===== src/rtl/jsu_pkg.sv =====
`timescale 1ns / 1ps
package jsu_pkg;

  localparam int unsigned LaDepth = 12;
  localparam int unsigned QDepth  = 16;
  localparam int unsigned OutMax  = 12;

  localparam logic [7:0] ChBsl   = 8'h5C;
  localparam logic [7:0] ChU     = 8'h75;
  localparam logic [7:0] ChN     = 8'h6E;
  localparam logic [7:0] ChR     = 8'h72;
  localparam logic [7:0] ChT     = 8'h74;
  localparam logic [7:0] ChB     = 8'h62;
  localparam logic [7:0] ChF     = 8'h66;
  localparam logic [7:0] ChQuote = 8'h22;
  localparam logic [7:0] ChSlash = 8'h2F;

  localparam logic [15:0] HiFirst = 16'hD800;
  localparam logic [15:0] HiLast  = 16'hDBFF;
  localparam logic [15:0] LoFirst = 16'hDC00;
  localparam logic [15:0] LoLast  = 16'hDFFF;
  localparam logic [20:0] PlaneOne = 21'h10000;

  typedef enum logic [1:0] {
    S_IDLE,
    S_RUN,
    S_COPY,
    S_DRAIN
  } state_e;

  typedef struct packed {
    logic accept;
    logic take;
    logic end_bsl;
    logic end_fail;
    logic copy;
    logic pop;
  } cmd_t;

  typedef struct packed {
    logic queue_empty;
    logic pend_empty;
    logic take_fail;
    logic held_one;
    logic held_multi;
    logic final_str;
    logic obuf_empty;
    logic copy_done;
    logic out_last;
  } sts_t;

  typedef struct packed {
    logic [3:0][7:0] bytes;
    logic [2:0]      n;
  } utf8_t;

  // Bit 4 flags a valid hex digit, bits 3:0 hold its value.
  function automatic logic [4:0] hex_val(input logic [7:0] c);
    logic [4:0] r;
    r = '0;
    if (c >= 8'h30 && c <= 8'h39) begin
      r = {1'b1, c[3:0]};
    end else if ((c >= 8'h41 && c <= 8'h46) || (c >= 8'h61 && c <= 8'h66)) begin
      r = {1'b1, c[3:0] + 4'd9};
    end
    return r;
  endfunction

  function automatic utf8_t utf8_enc(input logic [20:0] cp);
    utf8_t r;
    r = '0;
    if (cp <= 21'h7F) begin
      r.bytes[0] = cp[7:0];
      r.n = 3'd1;
    end else if (cp <= 21'h7FF) begin
      r.bytes[0] = 8'hC0 | {3'b0, cp[10:6]};
      r.bytes[1] = 8'h80 | {2'b0, cp[5:0]};
      r.n = 3'd2;
    end else if (cp <= 21'hFFFF) begin
      r.bytes[0] = 8'hE0 | {4'b0, cp[15:12]};
      r.bytes[1] = 8'h80 | {2'b0, cp[11:6]};
      r.bytes[2] = 8'h80 | {2'b0, cp[5:0]};
      r.n = 3'd3;
    end else begin
      r.bytes[0] = 8'hF0 | {5'b0, cp[20:18]};
      r.bytes[1] = 8'h80 | {2'b0, cp[17:12]};
      r.bytes[2] = 8'h80 | {2'b0, cp[11:6]};
      r.bytes[3] = 8'h80 | {2'b0, cp[5:0]};
      r.n = 3'd4;
    end
    return r;
  endfunction

endpackage


===== src/rtl/jsu_in_if.sv =====
`timescale 1ns / 1ps
interface jsu_in_if;
  logic       valid;
  logic       ready;
  logic [7:0] in_byte;
  logic       string_last;

  modport source (output valid, output in_byte, output string_last, input ready);
  modport sink (input valid, input in_byte, input string_last, output ready);
endinterface


===== src/rtl/jsu_out_if.sv =====
`timescale 1ns / 1ps
interface jsu_out_if;
  logic       valid;
  logic       ready;
  logic [7:0] out_byte;
  logic       run_last;
  logic       string_end;

  modport source (output valid, output out_byte, output run_last, output string_end,
                  input ready);
  modport sink (input valid, input out_byte, input run_last, input string_end,
                output ready);
endinterface


===== src/rtl/jsu_datapath.sv =====
`timescale 1ns / 1ps
module jsu_datapath (
  input  logic          clk_i,
  input  logic          rst_ni,
  input  jsu_pkg::cmd_t cmd_i,
  input  logic [7:0]    in_byte_i,
  input  logic          string_last_i,
  output jsu_pkg::sts_t sts_o,
  output logic [7:0]    out_byte_o,
  output logic          run_last_o,
  output logic          string_end_o
);

  logic [7:0] la_q [jsu_pkg::LaDepth];
  logic [7:0] q_q  [jsu_pkg::QDepth];
  logic [7:0] ob_q [jsu_pkg::OutMax];

  logic [3:0]      held_q, held_d;
  logic [15:0]     hi_q, hi_d, lo_q, lo_d;
  logic [3:0]      head_q, head_d;
  logic [4:0]      len_q, len_d;
  logic [3:0][7:0] pend_q, pend_d;
  logic [2:0]      pcnt_q, pcnt_d;
  logic [3:0]      ocnt_q, ocnt_d, ord_q, ord_d;
  logic            final_q, final_d;
  logic [3:0]      cpk_q, cpk_d, cpdst_q, cpdst_d;

  // Take decode of the byte at the queue head.
  logic [7:0]      b, first;
  logic [3:0]      hb, n;
  logic [4:0]      dig;
  logic [15:0]     hi_new, lo_new;
  logic            t_fail;
  logic [3:0]      t_held;
  logic [3:0][7:0] t_pb;
  logic [2:0]      t_pn;
  jsu_pkg::utf8_t  u8;
  logic [20:0]     cp;

  always_comb begin
    b      = q_q[head_q];
    hb     = (held_q >= 4'(jsu_pkg::LaDepth)) ? 4'd0 : held_q;
    n      = hb + 4'd1;
    first  = (hb == 4'd0) ? b : la_q[0];
    dig    = jsu_pkg::hex_val(b);
    hi_new = {hi_q[11:0], dig[3:0]};
    lo_new = {lo_q[11:0], dig[3:0]};
    t_fail = 1'b0;
    t_held = 4'd0;
    t_pb   = '0;
    t_pn   = 3'd0;
    cp     = '0;
    u8     = '0;
    if (first != jsu_pkg::ChBsl) begin
      t_pb[0] = b;
      t_pn    = 3'd1;
    end else if (n == 4'd1) begin
      t_held = 4'd1;
    end else if (n == 4'd2) begin
      t_pn = 3'd1;
      case (b)
        jsu_pkg::ChN:     t_pb[0] = 8'h0A;
        jsu_pkg::ChR:     t_pb[0] = 8'h0D;
        jsu_pkg::ChT:     t_pb[0] = 8'h09;
        jsu_pkg::ChB:     t_pb[0] = 8'h08;
        jsu_pkg::ChF:     t_pb[0] = 8'h0C;
        jsu_pkg::ChQuote: t_pb[0] = jsu_pkg::ChQuote;
        jsu_pkg::ChSlash: t_pb[0] = jsu_pkg::ChSlash;
        jsu_pkg::ChBsl:   t_pb[0] = jsu_pkg::ChBsl;
        jsu_pkg::ChU: begin
          t_pn   = 3'd0;
          t_held = 4'd2;
        end
        default: begin
          // Unknown escape passes through as it came.
          t_pb[0] = jsu_pkg::ChBsl;
          t_pb[1] = b;
          t_pn    = 3'd2;
        end
      endcase
    end else if (n <= 4'd6) begin
      if (!dig[4]) begin
        t_fail = 1'b1;
      end else if (n < 4'd6) begin
        t_held = n;
      end else if (hi_new >= jsu_pkg::LoFirst && hi_new <= jsu_pkg::LoLast) begin
        t_fail = 1'b1;
      end else if (hi_new >= jsu_pkg::HiFirst && hi_new <= jsu_pkg::HiLast) begin
        t_held = n;
      end else begin
        cp   = {5'b0, hi_new};
        u8   = jsu_pkg::utf8_enc(cp);
        t_pb = u8.bytes;
        t_pn = u8.n;
      end
    end else if (n == 4'd7) begin
      t_fail = (b != jsu_pkg::ChBsl);
      t_held = n;
    end else if (n == 4'd8) begin
      t_fail = (b != jsu_pkg::ChU);
      t_held = n;
    end else begin
      if (!dig[4]) begin
        t_fail = 1'b1;
      end else if (n < 4'd12) begin
        t_held = n;
      end else if (!(lo_new >= jsu_pkg::LoFirst && lo_new <= jsu_pkg::LoLast)) begin
        t_fail = 1'b1;
      end else begin
        cp   = {1'b0, hi_q[9:0], lo_new[9:0]} + jsu_pkg::PlaneOne;
        u8   = jsu_pkg::utf8_enc(cp);
        t_pb = u8.bytes;
        t_pn = u8.n;
      end
    end
    if (t_fail) begin
      t_held  = n;
      t_pb    = '0;
      t_pb[0] = jsu_pkg::ChBsl;
      t_pb[1] = jsu_pkg::ChU;
      t_pn    = 3'd2;
    end
  end

  logic       fail_any;
  logic [3:0] head_base, nf, back;
  logic [4:0] len_base;
  logic       cp_we;
  logic       la_we;
  logic       ob_we;

  always_comb begin
    held_d  = held_q;
    hi_d    = hi_q;
    lo_d    = lo_q;
    head_d  = head_q;
    len_d   = len_q;
    pend_d  = pend_q;
    pcnt_d  = pcnt_q;
    ocnt_d  = ocnt_q;
    ord_d   = ord_q;
    final_d = final_q;
    cpk_d   = cpk_q;
    cpdst_d = cpdst_q;
    cp_we   = 1'b0;
    la_we   = 1'b0;
    ob_we   = 1'b0;

    fail_any  = (cmd_i.take && t_fail) || cmd_i.end_fail;
    head_base = cmd_i.take ? head_q + 4'd1 : head_q;
    len_base  = cmd_i.take ? len_q - 5'd1 : len_q;
    nf        = cmd_i.take ? n : held_q;
    back      = nf - 4'd2;

    // Pending bytes move into the result buffer one per cycle.
    if (pcnt_q != 3'd0) begin
      ob_we  = (ocnt_q < 4'(jsu_pkg::OutMax));
      ocnt_d = ob_we ? ocnt_q + 4'd1 : ocnt_q;
      pend_d = {8'h00, pend_q[3:1]};
      pcnt_d = pcnt_q - 3'd1;
    end

    if (cmd_i.accept) begin
      head_d  = '0;
      len_d   = 5'd1;
      final_d = string_last_i;
      ocnt_d  = '0;
      ord_d   = '0;
    end

    if (cmd_i.take) begin
      la_we  = 1'b1;
      head_d = head_base;
      len_d  = len_base;
      held_d = t_held;
      pend_d = t_pb;
      pcnt_d = t_pn;
      if (n >= 4'd3 && n <= 4'd6) begin
        hi_d = hi_new;
      end
      if (n >= 4'd9) begin
        lo_d = lo_new;
      end
    end

    if (cmd_i.end_bsl) begin
      pend_d    = '0;
      pend_d[0] = jsu_pkg::ChBsl;
      pcnt_d    = 3'd1;
      held_d    = '0;
    end

    if (cmd_i.end_fail) begin
      pend_d    = '0;
      pend_d[0] = jsu_pkg::ChBsl;
      pend_d[1] = jsu_pkg::ChU;
      pcnt_d    = 3'd2;
    end

    // A failed escape puts the held bytes from the first hex digit on back
    // in front of the queue.
    if (fail_any) begin
      held_d  = nf;
      head_d  = head_base - back;
      len_d   = len_base + 5'(back);
      cpk_d   = 4'd2;
      cpdst_d = head_base - back;
    end

    if (cmd_i.copy) begin
      if (cpk_q == held_q) begin
        held_d = '0;
      end else begin
        cp_we   = 1'b1;
        cpk_d   = cpk_q + 4'd1;
        cpdst_d = cpdst_q + 4'd1;
      end
    end

    if (cmd_i.pop) begin
      ord_d = ord_q + 4'd1;
    end
  end

  always_ff @(posedge clk_i or negedge rst_ni) begin
    if (!rst_ni) begin
      held_q  <= '0;
      head_q  <= '0;
      len_q   <= '0;
      pcnt_q  <= '0;
      ocnt_q  <= '0;
      ord_q   <= '0;
      final_q <= 1'b0;
      cpk_q   <= '0;
      cpdst_q <= '0;
    end else begin
      held_q  <= held_d;
      head_q  <= head_d;
      len_q   <= len_d;
      pcnt_q  <= pcnt_d;
      ocnt_q  <= ocnt_d;
      ord_q   <= ord_d;
      final_q <= final_d;
      cpk_q   <= cpk_d;
      cpdst_q <= cpdst_d;
    end
  end

  always_ff @(posedge clk_i) begin
    hi_q   <= hi_d;
    lo_q   <= lo_d;
    pend_q <= pend_d;
    if (la_we) begin
      la_q[hb] <= b;
    end
    if (cmd_i.accept) begin
      q_q[0] <= in_byte_i;
    end else if (cp_we) begin
      q_q[cpdst_q] <= la_q[cpk_q];
    end
    if (ob_we) begin
      ob_q[ocnt_q] <= pend_q[0];
    end
  end

  always_comb begin
    sts_o.queue_empty = (len_q == 5'd0);
    sts_o.pend_empty  = (pcnt_q == 3'd0);
    sts_o.take_fail   = t_fail;
    sts_o.held_one    = (held_q == 4'd1);
    sts_o.held_multi  = (held_q >= 4'd2);
    sts_o.final_str   = final_q;
    sts_o.obuf_empty  = (ocnt_q == 4'd0);
    sts_o.copy_done   = (cpk_q == held_q);
    sts_o.out_last    = (ord_q == ocnt_q - 4'd1);
  end

  assign out_byte_o   = ob_q[ord_q];
  assign run_last_o   = sts_o.out_last;
  assign string_end_o = sts_o.out_last && final_q;

endmodule


===== src/rtl/jsu_ctrl.sv =====
`timescale 1ns / 1ps
module jsu_ctrl (
  input  logic          clk_i,
  input  logic          rst_ni,
  input  logic          in_valid_i,
  output logic          in_ready_o,
  output logic          out_valid_o,
  input  logic          out_ready_i,
  input  jsu_pkg::sts_t sts_i,
  output jsu_pkg::cmd_t cmd_o
);

  jsu_pkg::state_e state_q, state_d;

  always_ff @(posedge clk_i or negedge rst_ni) begin
    if (!rst_ni) begin
      state_q <= jsu_pkg::S_IDLE;
    end else begin
      state_q <= state_d;
    end
  end

  always_comb begin
    state_d = state_q;
    case (state_q)
      jsu_pkg::S_IDLE: begin
        if (in_valid_i) begin
          state_d = jsu_pkg::S_RUN;
        end
      end
      jsu_pkg::S_RUN: begin
        if (!sts_i.pend_empty) begin
          state_d = jsu_pkg::S_RUN;
        end else if (!sts_i.queue_empty) begin
          if (sts_i.take_fail) begin
            state_d = jsu_pkg::S_COPY;
          end
        end else if (sts_i.final_str && sts_i.held_multi) begin
          state_d = jsu_pkg::S_COPY;
        end else if (sts_i.final_str && sts_i.held_one) begin
          state_d = jsu_pkg::S_RUN;
        end else if (sts_i.obuf_empty) begin
          state_d = jsu_pkg::S_IDLE;
        end else begin
          state_d = jsu_pkg::S_DRAIN;
        end
      end
      jsu_pkg::S_COPY: begin
        if (sts_i.copy_done) begin
          state_d = jsu_pkg::S_RUN;
        end
      end
      jsu_pkg::S_DRAIN: begin
        if (out_ready_i && sts_i.out_last) begin
          state_d = jsu_pkg::S_IDLE;
        end
      end
      default: state_d = jsu_pkg::S_IDLE;
    endcase
  end

  always_comb begin
    in_ready_o  = 1'b0;
    out_valid_o = 1'b0;
    cmd_o       = '0;
    case (state_q)
      jsu_pkg::S_IDLE: begin
        in_ready_o   = 1'b1;
        cmd_o.accept = in_valid_i;
      end
      jsu_pkg::S_RUN: begin
        if (sts_i.pend_empty) begin
          if (!sts_i.queue_empty) begin
            cmd_o.take = 1'b1;
          end else if (sts_i.final_str && sts_i.held_multi) begin
            cmd_o.end_fail = 1'b1;
          end else if (sts_i.final_str && sts_i.held_one) begin
            cmd_o.end_bsl = 1'b1;
          end
        end
      end
      jsu_pkg::S_COPY: begin
        cmd_o.copy = 1'b1;
      end
      jsu_pkg::S_DRAIN: begin
        out_valid_o = 1'b1;
        cmd_o.pop   = out_ready_i;
      end
      default: begin
        in_ready_o = 1'b0;
      end
    endcase
  end

endmodule


===== src/rtl/json_string_unescape_utf8.sv =====
`timescale 1ns / 1ps
// JSON string unescaper with UTF-8 output.
// in_i carries one source byte per transfer with string_last on the final
// byte of a string. out_o carries the decoded bytes; run_last marks the last
// byte caused by one input transfer and string_end the final byte of a string.
// An input byte that resolves nothing produces no output transfer.
// One input byte is worked on at a time. After the input transfer the engine
// takes bytes from its replay queue one at a time and writes each decoded
// byte to its result buffer. A failed unicode escape puts its held bytes from
// the first hex digit on back into the queue, and at the end of a string any
// bytes still held are resolved as well. The buffered bytes are then offered
// one per cycle while the receiver is ready.
// Output bytes are held stable while the receiver stalls, and no new input
// is taken until every byte of the current one has been transferred.
// Reset empties the escape state and the queues; held lookahead bytes keep
// no reset value and are always written before use.
module json_string_unescape_utf8 (
  input  logic       clk_i,
  input  logic       rst_ni,
  jsu_in_if.sink     in_i,
  jsu_out_if.source  out_o
);

  jsu_pkg::cmd_t cmd;
  jsu_pkg::sts_t sts;

  jsu_ctrl u_ctrl (
    .clk_i       (clk_i),
    .rst_ni      (rst_ni),
    .in_valid_i  (in_i.valid),
    .in_ready_o  (in_i.ready),
    .out_valid_o (out_o.valid),
    .out_ready_i (out_o.ready),
    .sts_i       (sts),
    .cmd_o       (cmd)
  );

  jsu_datapath u_dp (
    .clk_i         (clk_i),
    .rst_ni        (rst_ni),
    .cmd_i         (cmd),
    .in_byte_i     (in_i.in_byte),
    .string_last_i (in_i.string_last),
    .sts_o         (sts),
    .out_byte_o    (out_o.out_byte),
    .run_last_o    (out_o.run_last),
    .string_end_o  (out_o.string_end)
  );

endmodule


===== src/flat_wrapper.sv =====
// flat-port wrapper written by rule: the top's interface ports become plain ports
module json_string_unescape_utf8_flat 
  (clk_i, rst_ni, in_i_valid, in_i_in_byte, in_i_string_last, in_i_ready, out_o_valid, out_o_out_byte, out_o_run_last, out_o_string_end, out_o_ready);
  jsu_in_if in_i_i ();
  jsu_out_if out_o_i ();
  input  logic clk_i;
  input  logic rst_ni;
  input wire logic [$bits(in_i_i.valid)-1:0] in_i_valid;
  input wire logic [$bits(in_i_i.in_byte)-1:0] in_i_in_byte;
  input wire logic [$bits(in_i_i.string_last)-1:0] in_i_string_last;
  output wire logic [$bits(in_i_i.ready)-1:0] in_i_ready;
  output wire logic [$bits(out_o_i.valid)-1:0] out_o_valid;
  output wire logic [$bits(out_o_i.out_byte)-1:0] out_o_out_byte;
  output wire logic [$bits(out_o_i.run_last)-1:0] out_o_run_last;
  output wire logic [$bits(out_o_i.string_end)-1:0] out_o_string_end;
  input wire logic [$bits(out_o_i.ready)-1:0] out_o_ready;
  assign in_i_i.valid = in_i_valid;
  assign in_i_i.in_byte = in_i_in_byte;
  assign in_i_i.string_last = in_i_string_last;
  assign in_i_ready = in_i_i.ready;
  assign out_o_valid = out_o_i.valid;
  assign out_o_out_byte = out_o_i.out_byte;
  assign out_o_run_last = out_o_i.run_last;
  assign out_o_string_end = out_o_i.string_end;
  assign out_o_i.ready = out_o_ready;
  json_string_unescape_utf8 u_core (.clk_i(clk_i), .rst_ni(rst_ni), .in_i(in_i_i), .out_o(out_o_i));
endmodule

===== config.mk =====
export PLATFORM = sky130hd
export DESIGN_NAME = json_string_unescape_utf8_flat
export DESIGN_NICKNAME = d
export VERILOG_FILES = /design/src/rtl/jsu_pkg.sv /design/src/rtl/jsu_in_if.sv /design/src/rtl/jsu_out_if.sv /design/src/rtl/jsu_datapath.sv /design/src/rtl/jsu_ctrl.sv /design/src/rtl/json_string_unescape_utf8.sv /design/src/flat_wrapper.sv
export SDC_FILE = /design/constraint.sdc
export NUM_CORES = 1
export LEC_CHECK = 0
export ABC_AREA = 1
export BUFFER_PORTS_ARGS = -buffer_cell sky130_fd_sc_hd__buf_2
export CORE_ASPECT_RATIO = 0.75
export CORE_UTILIZATION = 58
export CTS_BUF_LIST = sky130_fd_sc_hd__clkbuf_4
export CTS_CLUSTER_DIAMETER = 30
export DETAILED_ROUTE_END_ITERATION = 8
export GPL_TIMING_DRIVEN = 0
export PLACE_DENSITY = 0.87
export SYNTH_ARGS = -nofsm -noshare
export SYNTH_HDL_FRONTEND = slang
export SYNTH_SLANG_ARGS = --single-unit
export TNS_END_PERCENT = 100

===== constraint.sdc =====
create_clock -name clk_i -period 3.8 [get_ports clk_i]
set_clock_uncertainty 0.05 [all_clocks]
set_input_delay 0.57 -clock clk_i [delete_from_list [all_inputs] [get_ports clk_i]]
set_output_delay 0.57 -clock clk_i [all_outputs]
set_load 0.01 [all_outputs]

Word level (Yosys, flattened, before mapping) --
Memories as Yosys holds them, arrays and structs flattened. Cells that the tools add are included.
Word-level totals: bits of input ports 13, memories 3, word-level logic and storage cells 292, memory bits (writable) 320, bits in registers 91, output and inout bits 12
Memories:
- u_core.u_dp.q_q | depth 16, width 8, rd ports 1, clocked after Yosys merged registers in 0, wr ports 1, line jsu_datapath.sv:15 | logic [7:0] q_q [jsu_pkg::QDepth];
- u_core.u_dp.la_q | depth 12, width 8, rd ports 2, clocked after Yosys merged registers in 0, wr ports 1, line jsu_datapath.sv:14 | logic [7:0] la_q [jsu_pkg::LaDepth];
- u_core.u_dp.ob_q | depth 12, width 8, rd ports 1, clocked after Yosys merged registers in 0, wr ports 1, line jsu_datapath.sv:16 | logic [7:0] ob_q [jsu_pkg::OutMax];
Cells by class: order comparisons 25, equality and inequality tests 26, multiplexer cells 172, reduce and logical (&&, ||, !) cells 35, add/subtract/negate cells 14
Operators with widths (count):
- $mux W32 | 14
- $mux W19 | 20
- $mux W27 | 11
- $mux W4 | 35
- $mux W24 | 3
- $mux W3 | 20
- $eq A8 B7 Y1 const B | 7
- $pmux W7 S8 | 1
- $ge A16 B16 Y1 const B | 3
- $le A16 B16 Y1 const B | 3
- $mux W16 | 3
- $mux W8 | 6
- $mux W1 | 35
- $mux W5 | 6
- $mux W25 | 1
- $add A4 B1 Y4 const B | 6
- $ne A8 B7 Y1 const B | 3
- $mux W11 | 2
- $mux W2 | 11
- $add A20 B17 Y21 const B | 1
- $le A21 B11 Y1 const B | 1
- $le A21 B16 Y1 const B | 1
- $le A21 B7 Y1 const B | 1
- $mux W17 | 1
- 46 further kinds | 77

Depth between registers and ports, before layout --
An unclocked memory read counts as a cell.
word-level depth 45, gate-level depth with buffers 37, depth with buffers taken out 34

Hierarchy --
From an unflattened synthesis, not the netlist that was laid out.
Unflattened totals: cell total of the unflattened synthesis 2193, area total of the unflattened synthesis 20851.2 µm²
By module, submodules not included:
- jsu_datapath | times used 1, area an instance 20604.8 µm², cells an instance 2147
- jsu_ctrl | times used 1, area an instance 246.5 µm², cells an instance 46

Worst setup path after synthesis --
Ideal clock, no wire load.
kind register -> register, start point register u_core.u_dp.pcnt_q[0], end point register u_core.u_dp.cpdst_q[3], data required time 3.612 ns, data arrival time 3.621 ns, cell stages (with the launch flop) 21, path buffers 2, clock period less this slack 3.809 ns, setup slack -0.009 ns, setup time 0.138 ns, path through dfrtp_1 -> inv_1 -> ha_1 -> inv_1 -> nor2_1 -> clkinv_1 -> nor2_1 -> inv_1 -> nor2_1 -> inv_1 -> clkbuf_1 -> clkbuf_1 -> o21ai_0 -> ha_1 -> ha_1 -> a21oi_1 -> o21ai_0 -> xor2_1 -> xor2_1 -> nand2_1 -> o221ai_1
Between the ends: word-level cells in the longest chain between the ends 9, elaborated cells on any way between the ends 12, classes of those cells add/sub (2); mux (7); reduce/logical (3)
Ends and longest elaborated chain:
- start, declared | line jsu_datapath.sv:23 | logic [2:0] pcnt_q, pcnt_d;
- start signal, assigned | line jsu_datapath.sv:240 | pcnt_q <= pcnt_d;
- $logic_not A3 Y1 * | line jsu_datapath.sv:268 | sts_o.pend_empty = (pcnt_q == 3'd0);
- $mux W3 * | line jsu_ctrl.sv:72 | if (sts_i.pend_empty) begin
- $mux W3 * | line jsu_ctrl.sv:66 | case (state_q)
- $mux W4 | line jsu_datapath.sv:152 | nf = cmd_i.take ? n : held_q;
- $sub A4 B2 Y4 | line jsu_datapath.sv:153 | back = nf - 4'd2;
- $sub A4 B4 Y4 | line jsu_datapath.sv:207 | cpdst_d = head_base - back;
- $mux W4 * | line jsu_datapath.sv:202 | if (fail_any) begin
- $mux W4 | line jsu_datapath.sv:211 | if (cpk_q == held_q) begin
- $mux W4 * | line jsu_datapath.sv:210 | if (cmd_i.copy) begin
- named net u_core.u_dp.cpdst_d[3] | line jsu_datapath.sv:26 | logic [3:0] cpk_q, cpk_d, cpdst_q, cpdst_d;
- end signal, assigned | line jsu_datapath.sv:245 | cpdst_q <= cpdst_d;
- end, declared | line jsu_datapath.sv:26
The timed path passes the listed nets; every way through them passes the cells marked *. A chain may end at the register's enable or synchronous reset.

Final worst setup path --
start point register u_core.u_dp.head_q[0], end point register u_core.u_dp.pend_q[12] in the netlist's numbering
Between the ends: word-level cells in the longest chain between the ends 44, elaborated cells on any way between the ends 107, classes of those cells add/sub (2); order compare (17); eq/ne (12); mux (67); reduce/logical (8); memory (1)
Ends and longest elaborated chain:
- start, declared | line jsu_datapath.sv:20 | logic [3:0] head_q, head_d;
- start signal, assigned | line jsu_datapath.sv:228 | head_q <= '0;
- start signal, assigned | line jsu_datapath.sv:238 | head_q <= head_d;
- $mem_v2 Z16 W8 *
- named net u_core.u_dp.b[2] | line jsu_datapath.sv:29 | logic [7:0] b, first;
- $ge A8 B7 Y1 or $le A8 B7 Y1 (tied branches) | line jsu_pkg.sv:63 | end else if ((c >= 8'h41 && c <= 8'h46) || (c >= 8'h61 && c <= 8'h66)) begin
- $logic_and A1 B1 Y1 | line jsu_pkg.sv:63
- $logic_or A1 B1 Y1 | line jsu_pkg.sv:63
- $mux W5 | line jsu_pkg.sv:63
- $mux W5 | line jsu_pkg.sv:61 | if (c >= 8'h30 && c <= 8'h39) begin
- $add A20 B17 Y21 | line jsu_datapath.sv:110 | cp = {1'b0, hi_q[9:0], lo_new[9:0]} + jsu_pkg::PlaneOne;
- (+29 left out)
- $mux W32 | line jsu_datapath.sv:96 | end else if (n == 4'd7) begin
- $mux W32 | line jsu_datapath.sv:81 | end else if (n <= 4'd6) begin
- $mux W16 | line jsu_datapath.sv:59 | end else if (n == 4'd2) begin
- $mux W32 | line jsu_datapath.sv:57 | end else if (n == 4'd1) begin
- $mux W24 | line jsu_datapath.sv:54 | if (first != jsu_pkg::ChBsl) begin
- $mux W32 * | line jsu_datapath.sv:116 | if (t_fail) begin
- $mux W32 * | line jsu_datapath.sv:171 | if (cmd_i.take) begin
- $mux W15 * | line jsu_datapath.sv:186 | if (cmd_i.end_bsl) begin
- end signal, assigned | line jsu_datapath.sv:252 | pend_q <= pend_d;
- end, declared | line jsu_datapath.sv:22 | logic [3:0][7:0] pend_q, pend_d;
The timed path passes the listed nets; every way through them passes the cells marked *. The select of a mux whose other input is x is not followed.

==> results.md <==
- Largest net degree at the start of global routing: 36
- CTS tree: built
- WP data required: 4.45 ns
- Root buffer cell: clkbuf_4
- Hold Vio Cnt, Final: 0
- Dominant cells by area after synthesis: edfxtp_1, nand2_1, nor2_1
- Max_slew headroom: 12.0%
- Final Cycle Share: 111%
- First-pass DRT Iterations: 9
- Final nets: around 2400
- Endpoint class of the critical path: register
- Final instance area: 23800 sq um
- Starting Density: 59.7%
- F_max: 237 MHz
- Vias in the first global route: 16609
- Crit path top cell by count: nand2_1
- First-pass GRT wire length: 90600 microns
- Clock slew at reported path FFs: ~0.07 ns
- Post-detail-place hpwl: roughly 40000 microns
- Placed Cells: 2586
- # clock sinks: 409
- Top cell type's share of synthesized area: 50.9%
- 1st-iter DRT viols: between 2000 and 3000
- Top_reg_cell synth: edfxtp_1
- Most common cell after layout, fill and taps aside: nand2_1
- Synth Instances: 2109
- Layout cells sized above 1: between 20% and 30%
- Syn avg cell area: 9.62 sq um
- Status: complete, but fails checks
- Total gr overflow: 0
- EDFF count, synth: 344
- Remaining routing DRC violations: 2
- Clock Path Buffers: 3
- Final setup fails: 53
- Library cells used by synthesis: 65
- Global Route Usage Sum: 33.1%
- Die area: 35700 sq um
- Setup_tns: -11.00 ns
- RSZ-0062 raised after global routing: yes
- CP Class: reg2reg
- Die height: around 160 microns
- Ys async rst share: 8.56%
- Slowest CP cell: dfrtp_1
- Startpoint types: register
- Fin cells: 2835
- Detailed-route wire length per cell: 21.3 microns
- Failing checks: design-rule violations, negative setup slack
- Core area: 34000 sq um
- Leak: 0.00924 uW
- Via count: approximately 18000
- Synth Cell Area: 20300 sq um
- Io pins: 25
- Final GP Congestion: 0.990
- Max cap viols: 0
- Most frequent cells in the layout: nand2_1, edfxtp_1, nor2_1
- Remaining antenna violation count: 0
- Sequential area share after synthesis: 58.2%
- Num CTS Buffers: 97
- Post-DR vias/cell: 6.25
- Min-delay worst type: in2reg
- Area Growth Syn to Fin: 17.3%
- Die outline width: ~220 microns
- Worst Path Max Fanout: 21
- CP max stage delay: 0.42 ns
- Place WS: -1.23 ns
- Worst Max-Slew Pin Slew: between 1 and 1.5 ns
- Maximum vdd drop: 0.252 mV
- Post-Syn Nets: 2168
- Yosys top cell by area: edfxtp_1
- Arr. time, crit path: 4.87 ns
- Final worst slack: -0.421 ns
- Final wirelength: 60300 microns
- Tmin final: 4.22 ns
- Number of synthesized register bits: between 400 and 500
- Syn. warnings: 0
- Final Max Slew Viols: 0
- Cell Pwr Density: 357 nW/um^2
- # port buffers: 24
- Clk Latency, worst-skew pair: 0.82 ns
- CTS H-tree depth: 3
- Row count: 58
- Hold Slack: between 0.07 and 0.08 ns
- Dpl cell area: 21000 sq um
- Initial antenna violation count: 1
-- timing repair --
action                                  4_1_cts  5_1_grt
hold buffers                                  2        0
hold endpoints to repair                     36        0
gates cloned                                  1        2
setup buffers                                47       19
gates resized for setup                     159       98
pin swaps                                    65       75
endpoints found under the setup margin      168       90
-- final cells by class --
cell class                      count  area, sq um
Antenna cell                        1         2.50
Buffer                             88          552
Clock buffer                      137         1030
Clock inverter                     41          223
Fill cell                        2341        10200
Inverter                          190          776
Multi-Input combinational cell   1422         8070
Sequential cell                   409        11800
Tap cell                          450          563
Timing Repair Buffer               97          785
-- cell families after synthesis --
logic type	after synthesis	synth area share, %
simple gates	947	20.6
flops	409	58.2
fa+ha+maj	46	2.91
buf+inv	278	5.76
mux	1	0.0493
xor+xnor	28	1.21
compound gates	400	11.3
-- cells in the mapped netlist (all sizes together), types with 9 or more instances --
| library cell | count |
|---|---|
| dfxtp | 30 |
| a31oi | 13 |
| xor2 | 19 |
| o21ai | 194 |
| xnor2 | 9 |
| a21oi | 91 |
| o22ai | 37 |
| inv | 184 |
| nor3 | 33 |
| o221ai | 9 |
| nand4 | 24 |
| nand2 | 443 |
| o211ai | 19 |
| ha | 44 |
| edfxtp | 344 |
| nor4 | 19 |
| buf | 28 |
| o31ai | 10 |
| nand3 | 119 |
| clkbuf | 60 |
| nor2 | 299 |
| dfrtp | 35 |
-- per-stage QoR --
step / util [%] / power, uW
global placement: 61.8 / 4950
floorplan: - / 4930
CTS: 68.5 / 8470
global route: 70.1 / 8690
finish: 70.1 / 8500
detailed placement: 61.8 / 4960
-- metal layers --
metal,vias to the layer above,global-route usage [%],routed length [microns]
met5,-,0,0
met4,0,11.9,1990
met3,219,8.93,8500
met2,1439,48.8,25900
met1,8312,47.2,23800
li1,7743,-,-
-- sequential cells by signal, summed over array words and instances, names as in the netlist --
name	cells
u_core.u_dp.len_q	5
u_core.u_dp.pend_q	30
u_core.u_dp.lo_q	12
u_core.u_dp.cpk_q	4
u_core.u_dp.ord_q	4
u_core.u_ctrl.state_q	2
u_core.u_dp.held_q	4
u_core.u_dp.cpdst_q	4
u_core.u_dp.ob_q	96
u_core.u_dp.la_q	96
u_core.u_dp.q_q	128
u_core.u_dp.head_q	4
u_core.u_dp.ocnt_q	4
u_core.u_dp.pcnt_q	3
u_core.u_dp.hi_q	12
u_core.u_dp.final_q	1
-- power by group --
group / switching [uW] / internal (uW)
Combinational: 34.7 / 10.3
Clock: 1870 / 1760
Sequential: 0 / 4820
-- worst paths after layout --
path / cells after the start / slack [ns] / endpoint / from
max: 28 / -0.42 / u_core.u_dp.pend_q[12] / u_core.u_dp.head_q[0]
min: 3 / 0.08 / u_core.u_dp.ord_q[2] / out_o_ready
max reg2reg: 28 / -0.42 / u_core.u_dp.pend_q[12] / u_core.u_dp.head_q[0]
min reg2reg: 0 / 0.38 / u_core.u_dp.lo_q[11] / u_core.u_dp.lo_q[7]
max in group asynchronous: 2 / 2.77 / u_core.u_dp.head_q[1] / rst_ni
min in group asynchronous: 2 / 0.33 / u_core.u_dp.ord_q[3] / rst_ni
-- worst max-delay path: cells and delay by family (launching register included) --
kind                   cells  cell delay, ns
AOI/OAI and AO/OA          5            0.78
and+or+nand+nor           15            1.71
buffers and inverters      8            1.13
DFF                        1            0.42
No activity file was read; power rests on OpenSTA's default activity.
